$ cat src/hw/rtl/hfr_pkg.sv
// Shared constants and types for the hop framer ring.
// No dependencies; imported by every module of the block except hfr_ram.
package hfr_pkg;

  localparam int FRAME_MAX   = 1024;
  localparam int SAMPLE_BITS = 24;
  localparam int RING_DEPTH  = 2 * FRAME_MAX;
  localparam int FIDX_W      = $clog2(FRAME_MAX);
  localparam int RIDX_W      = $clog2(RING_DEPTH);
  localparam int LEN_W       = $clog2(FRAME_MAX) + 1;
  localparam int FILL_W      = $clog2(RING_DEPTH) + 1;
  localparam int IN_TDATA_W  = ((SAMPLE_BITS + FIDX_W + 7) / 8) * 8;
  localparam int OUT_TDATA_W = ((1 + SAMPLE_BITS + FILL_W + 7) / 8) * 8;
  localparam int QUEUE_DEPTH = 2;

  localparam logic CFG_IDX_FRAME = 1'b0;
  localparam logic CFG_IDX_HOP   = 1'b1;

  typedef struct packed {
    logic                          is_read;
    logic                          block_end;
    logic signed [SAMPLE_BITS-1:0] sample;
    logic [FIDX_W-1:0]             index;
  } hfr_cmd_t;

endpackage

$ cat src/hw/rtl/hfr_front.sv
// Input side of the hop framer ring: accepts items, decodes them into commands
// and holds them in a short queue. Depends on hfr_pkg.
module hfr_front (
  input  logic                               clk_i,
  input  logic                               rst_ni,
  input  logic                               s_axis_tvalid_i,
  output logic                               s_axis_tready_o,
  input  logic [hfr_pkg::IN_TDATA_W-1:0]     s_axis_tdata_i,
  input  logic [1:0]                         s_axis_tuser_i,
  input  logic                               s_axis_tlast_i,
  output logic                               cmd_valid_o,
  input  logic                               cmd_ready_i,
  output hfr_pkg::hfr_cmd_t                  cmd_o
);
  import hfr_pkg::*;

  localparam int PTR_W = $clog2(QUEUE_DEPTH);

  hfr_cmd_t           queue_q [QUEUE_DEPTH];
  logic [PTR_W-1:0]   wr_ptr_q, wr_ptr_d;
  logic [PTR_W-1:0]   rd_ptr_q, rd_ptr_d;
  logic [PTR_W:0]     count_q, count_d;
  hfr_cmd_t           cmd_in;
  logic               push, pop;

  always_comb begin
    cmd_in.is_read   = s_axis_tuser_i[0];
    cmd_in.block_end = s_axis_tlast_i & ~s_axis_tuser_i[0];
    cmd_in.sample    = s_axis_tuser_i[1] ? '0 : s_axis_tdata_i[SAMPLE_BITS-1:0];
    cmd_in.index     = s_axis_tdata_i[SAMPLE_BITS +: FIDX_W];
  end

  assign s_axis_tready_o = (count_q != (PTR_W+1)'(QUEUE_DEPTH));
  assign push            = s_axis_tvalid_i & s_axis_tready_o;
  assign cmd_valid_o     = (count_q != '0);
  assign pop             = cmd_valid_o & cmd_ready_i;
  assign cmd_o           = queue_q[rd_ptr_q];

  always_comb begin
    wr_ptr_d = wr_ptr_q;
    rd_ptr_d = rd_ptr_q;
    count_d  = count_q;
    if (push) begin
      wr_ptr_d = wr_ptr_q + 1'b1;
    end
    if (pop) begin
      rd_ptr_d = rd_ptr_q + 1'b1;
    end
    if (push && !pop) begin
      count_d = count_q + 1'b1;
    end else if (pop && !push) begin
      count_d = count_q - 1'b1;
    end
  end

  always_ff @(posedge clk_i or negedge rst_ni) begin
    if (!rst_ni) begin
      wr_ptr_q <= '0;
      rd_ptr_q <= '0;
      count_q  <= '0;
    end else begin
      wr_ptr_q <= wr_ptr_d;
      rd_ptr_q <= rd_ptr_d;
      count_q  <= count_d;
    end
  end

  always_ff @(posedge clk_i) begin
    if (push) begin
      queue_q[wr_ptr_q] <= cmd_in;
    end
  end

endmodule

$ cat config.mk
export PLATFORM = sky130hd
export DESIGN_NAME = hfr_front
export DESIGN_NICKNAME = d
export VERILOG_FILES = /design/src/hw/rtl/hfr_pkg.sv /design/src/hw/rtl/hfr_front.sv
export SDC_FILE = /design/constraint.sdc
export NUM_CORES = 1
export LEC_CHECK = 0
export BUFFER_PORTS_ARGS = -buffer_cell sky130_fd_sc_hd__buf_2
export CELL_PAD_IN_SITES_DETAIL_PLACEMENT = 1
export CELL_PAD_IN_SITES_GLOBAL_PLACEMENT = 2
export CORE_AREA = 4 4 97 99
export DETAILED_ROUTE_END_ITERATION = 10
export DIE_AREA = 0 0 101 103
export PLACE_DENSITY = 0.86
export SYNTH_ARGS = -nofsm -noshare
export SYNTH_HDL_FRONTEND = slang
export SYNTH_SLANG_ARGS = --single-unit
$ cat constraint.sdc
create_clock -name clk_i -period 3.65 [get_ports clk_i]
set_input_delay 0.365 -clock clk_i [delete_from_list [all_inputs] [get_ports clk_i]]
set_output_delay 0.365 -clock clk_i [all_outputs]
set_load 0.01 [all_outputs]
Yosys cells after proc, flatten, opt, wreduce, memory -nomap -nowiden

Memories as Yosys holds them, arrays and structs flattened.
Cells that the tools add are included.

Memory bits (writable): 72
Memories: 1
Bits of input ports: 47
Word-level logic and storage cells: 24
Register bits after elaboration: 4

Memory list:

| memory  | depth | width | rd ports | clocked after memory_dff | wr ports | line            | RTL |
|---|---|---|---|---|---|---|---|
| queue_q | 2     | 36    | 1        | 0                        | 1        | hfr_front.sv:19 | `hfr_cmd_t queue_q [QUEUE_DEPTH];` |

Equal/unequal tests: 1
Reductions and logical operators: 6
Multiplexer cells: 5
Add/sub/neg operators: 4
Bitwise logic cells: 4

Operators by type and width:

| cell                                             | count |
|---|---|
| two-way mux 24 bit                               | 1 |
| two-way mux 2 bit                                | 2 |
| nonzero test 2 bit                               | 2 |
| bitwise AND 1 bit                                | 3 |
| adder 1 bit, second input constant               | 2 |
| adder 2 x 1 -> 2 bit, second input constant      | 1 |
| logical AND 1 bit                                | 2 |
| logical NOT 1 bit                                | 2 |
| two-way mux 1 bit                                | 2 |
| != test 2 bit, second input constant             | 1 |
| subtractor 2 x 1 -> 2 bit, second input constant | 1 |
| NOT 1 bit                                        | 1 |

Logic depth before layout (Yosys ltp)

Word-level depth: 6
Depth in mapped cells: 7
Mapped depth without buffers: 7

Worst setup path after synthesis

OpenSTA, ideal clock, no wires.

Path kind: register -> register
Start: reg count_q[0]
End: mem queue_q[0][0] in the netlist's numbering (enable)
Clock period less this slack: 2649 ps
Data arrival time: 2219 ps
Path slack: 1001 ps
Required time: 3221 ps
Stages on the path, launching flop included: 4
Cells stage by stage: dfrtp_1 nand2b_1 nand2_1 nor2_1

Cells in the longest elaborated chain, start to end: 4

RTL lines:

| what                                    | line            | RTL |
|---|---|---|
| from (decl)                             | hfr_front.sv:22 | `logic [PTR_W:0] count_q, count_d;` |
| from (signal assigned)                  | hfr_front.sv:64 | `count_q <= count_d;` |
| != test 2 bit                           | hfr_front.sv:33 | `assign s_axis_tready_o = (count_q != (PTR_W+1)'(QUEUE_DEPTH));` |
| named net s_axis_tready_o               | hfr_front.sv:7  | `output logic s_axis_tready_o,` |
| bitwise AND 1 bit                       | hfr_front.sv:34 | `assign push = s_axis_tvalid_i & s_axis_tready_o;` |
| two-way mux 1 bit                       | hfr_front.sv:69 | `if (push) begin` |
| two-way mux 1 bit (implied by the code) | hfr_front.sv:70 | `queue_q[wr_ptr_q] <= cmd_in;` |
| to (decl)                               | hfr_front.sv:19 |  |

The timed path passes the listed nets, and every way through them passes these cells.

==> results.md <==
* Vias per cell at 4.45
* Post-synth top area cell: edfxtp_1
* Synthesis Warnings at 0
* Count of cell types in the netlist at 18
* FP Rows at 34
* Static Leak at around 0.0015 µW
* Delay-heaviest family, CP: flip-flops
* DR iter-0 viols at 18
* Final WL at 5470 µm
* Proportion of netlist area held by the largest area contributor at 0.693
* Synthesized Nets at about 210
* Worst setup margin at ~1.3 ns
* PwrDens at roughly 760 mW/mm²
* Hold Vio Cnt, Final at 0
* CP max stage delay at around 1.1 ns
* Peak VDD IR at approximately 280 µV
* Critical-path top delay cell: dfrtp_2
* Yosys reg bits at 76
* Min cycle time layout at roughly 2.4 ns
* CTS max path bufs at 2
* Post-DR wirelength/cell at between 15 and 20 µm
* Setup Viol. Count Final at 0
* Number of primary I/O pins at 85
* Data required, critical path at ~3.3 ns
* TritonCTS Sinks at 76
* Core Footprint at 0.00855 mm²
* Die area at 0.0104 mm²
* Slew Viols, Final at 0
* Worst slack, placed at 1.54 ns
* Status: finished, final reports clean
* Area delta synth->final at 21.5%
* Vias in the first global route at approximately 1,800
* Sequential cell area fraction in the yosys report at 0.725
* Post-Layout Cell Count at between 300 and 400
* DRC Markers at 0
* Kind of critical path: flip-flop to output port
* Synthesized cell area at 0.00312 mm²
* Clock Tree Root: clkbuf_8
* WP data arrival at ~2 ns
* Buffers on Ports at between 70 and 80
* CTS clock-pin slew for the worst setup and hold paths at about 0.070 ns
* Critical R2R Capture: queue_q[0][3]$_DFFE_PP_
* Cells taking the most area after synthesis: edfxtp_1 69%, mux2_4 14%, dfrtp_1 3.2%, and2b_1 2.9%, nor2b_1 2.6%
* Vias at 1,572
* Global-route wire length before repair at ~8700 µm
* Worst-path cell chain: mux2_2 -> buf_2
* Mapped Cells at approximately 160
* Worst hold margin at 0.225 ns
* Layout cells sized above 1 at 0.531
* Hold crit path type: primary input to flip-flop
* Pin count of the biggest net entering global routing at 38
* Worst path depth at 2
* Antenna Nets Post-Route at 0
* Slew headroom at 0.255
* Critical path fanouts, max at 37
* Worst-margin pin slew at between 1 and 1.5 ns
* Initial Util at 0.365
* Worst Setup SP: rd_ptr_q$_DFFE_PN0P_
* Max Clock Freq at 421 MHz
* RR Startpoint: count_q[0]$_DFFE_PN0P_
* Setup TNS at 0 ns
* Total clock buffers created by CTS at 9
* Final Cycle Share at 0.651
* ANT cells at 0
* Initial antenna violation count at 0
* Gr ovfl total at 0
* DIE HEIGHT at slightly above 100 µm
* Clock H-tree levels at 3
* Crit. End Element: output port
* Clk Latency, worst-skew pair at 0.33 ns
* CTS tree: yes
* R2r setup slk at between 1.5 and 2 ns
* Die Wd at 101 µm
* Crit path buf inv count at 1
* Gpl congestion at 0.642
* Placed wire-length estimate at between 3000 and 4000 µm
* RSZ-0062 raised after global routing: no
* First drt pass iteration count at 4
* Reg2reg path depth at 3
* Crit path capture: cmd_o[20]
* Clock Skew at 0.00982 ns
* Post-Place Cells at 337
* GR Util All Layers at 0.112
* Post-synthesis area per instance at ~20 µm²
* Critical path launch point type: flip-flop
* Max Cap Violations at 0
* Nets@finish at between 200 and 300
[where the power goes]
| group | switching, µW | internal (µW) |
|---|---|---|
| sequential | 168 | 1200 |
| clock | 280 | 375 |
| combinational | 374 | 484 |
[sequential cells by signal, indices dropped and copies added, names as in the netlist]
register / cells
queue_q: 72
rd_ptr_q: 1
wr_ptr_q: 1
count_q: 2
[how the worst min path moves through the flow]
| stage | end | depth (start not counted) | from | slack (ns) |
|---|---|---|---|---|
| after floorplan | count_q[0]$_DFFE_PN0P_ | 0 | rst_ni | 0.07 |
| after global placement | count_q[1]$_DFFE_PN0P_ | 1 | rst_ni | 0.18 |
| after detailed placement | count_q[1]$_DFFE_PN0P_ | 1 | rst_ni | 0.18 |
| after CTS | queue_q[0][9]$_DFFE_PP_ | 1 | s_axis_tdata_i[33] | 0.20 |
| after global routing | queue_q[0][9]$_DFFE_PP_ | 1 | s_axis_tdata_i[33] | 0.20 |
| final | queue_q[0][9]$_DFFE_PP_ | 1 | s_axis_tdata_i[33] | 0.23 |
[cells in the mapped netlist, drive strengths merged]
master	number
nand2	2
edfxtp	72
ha	1
and2b	12
and3	1
nand2b	1
nor2	2
inv	1
or2	1
dfrtp	4
mux2	36
xnor2	3
nor2b	13
clkbuf	2
xor2	2
buf	4
[kinds of logic (layout without fill, tap and decap cells)]
kind of cell             count (synthesis)  in the layout  synth area share
AND/OR/NAND/NOR                         32             32            0.0658
XOR/XNOR                                 5              5            0.0140
adder cells (fa/ha/maj)                  1              1           0.00401
flip-flops                              76             76             0.725
buffers and inverters                    7             95            0.0265
multiplexers                            36             36             0.165
[worst reg2reg max path: stages, from the launching register on]
cell,delay (ns)
dfrtp_1,0.41
nand2b_1,0.15
nand2_1,0.13
nor2_4,0.85
[through the flow]
step	utilization	power, µW	area, µm²
2_1_floorplan	-	2020	3120
3_3_place_gp	0.418	2260	3580
3_5_place_dp	0.418	2290	3580
4_1_cts	0.443	2960	3790
5_1_grt	0.443	3060	3790
6_report	0.443	2890	3790
[layout by cell type, fill, tap and decap left out]
cell | synthesis | final
mux2_2 | 7 | 7
nor2_4 | 0 | 1
nor2b_1 | 13 | 13
nand2_1 | 2 | 2
clkbuf_8 | 0 | 9
buf_2 | 0 | 78
dfrtp_2 | 0 | 1
xor2_1 | 2 | 2
nand2b_1 | 1 | 1
mux2_4 | 29 | 29
and2b_1 | 12 | 12
clkinv_1 | 0 | 2
edfxtp_1 | 72 | 72
xnor2_1 | 3 | 3
ha_1 | 1 | 1
clkinv_2 | 0 | 1
clkinvlp_4 | 0 | 1
and3_2 | 0 | 1
or2_1 | 1 | 1
bufinv_16 | 0 | 2
dfrtp_1 | 4 | 3
inv_1 | 1 | 1
dlygate4sd3_1 | 0 | 1
nor2_1 | 2 | 1
[timing repair]
action	4_1_cts	5_1_grt
buffers inserted	0	0
hold endpoints to repair	4	0
hold buffers	1	0
gates resized for setup	0	0
[cell type report]
cell class                 count  area [µm²]
clock inverter                 6        80.1
clock buffer                   9         124
multi-input combinational     74         785
timing repair buffer          79         400
inverter                       1        3.75
tap                          108         135
fill                         860        4760
sequential                    76        2260
[per-layer routing]
layer	vias up	wire [µm]	GRT usage
met5	-	0	0
met3	9	309	0.0298
met1	767	2050	0.116
met4	0	107	0.0613
li1	748	-	-
met2	48	3010	0.205
Power figures use the tool's default switching activity.
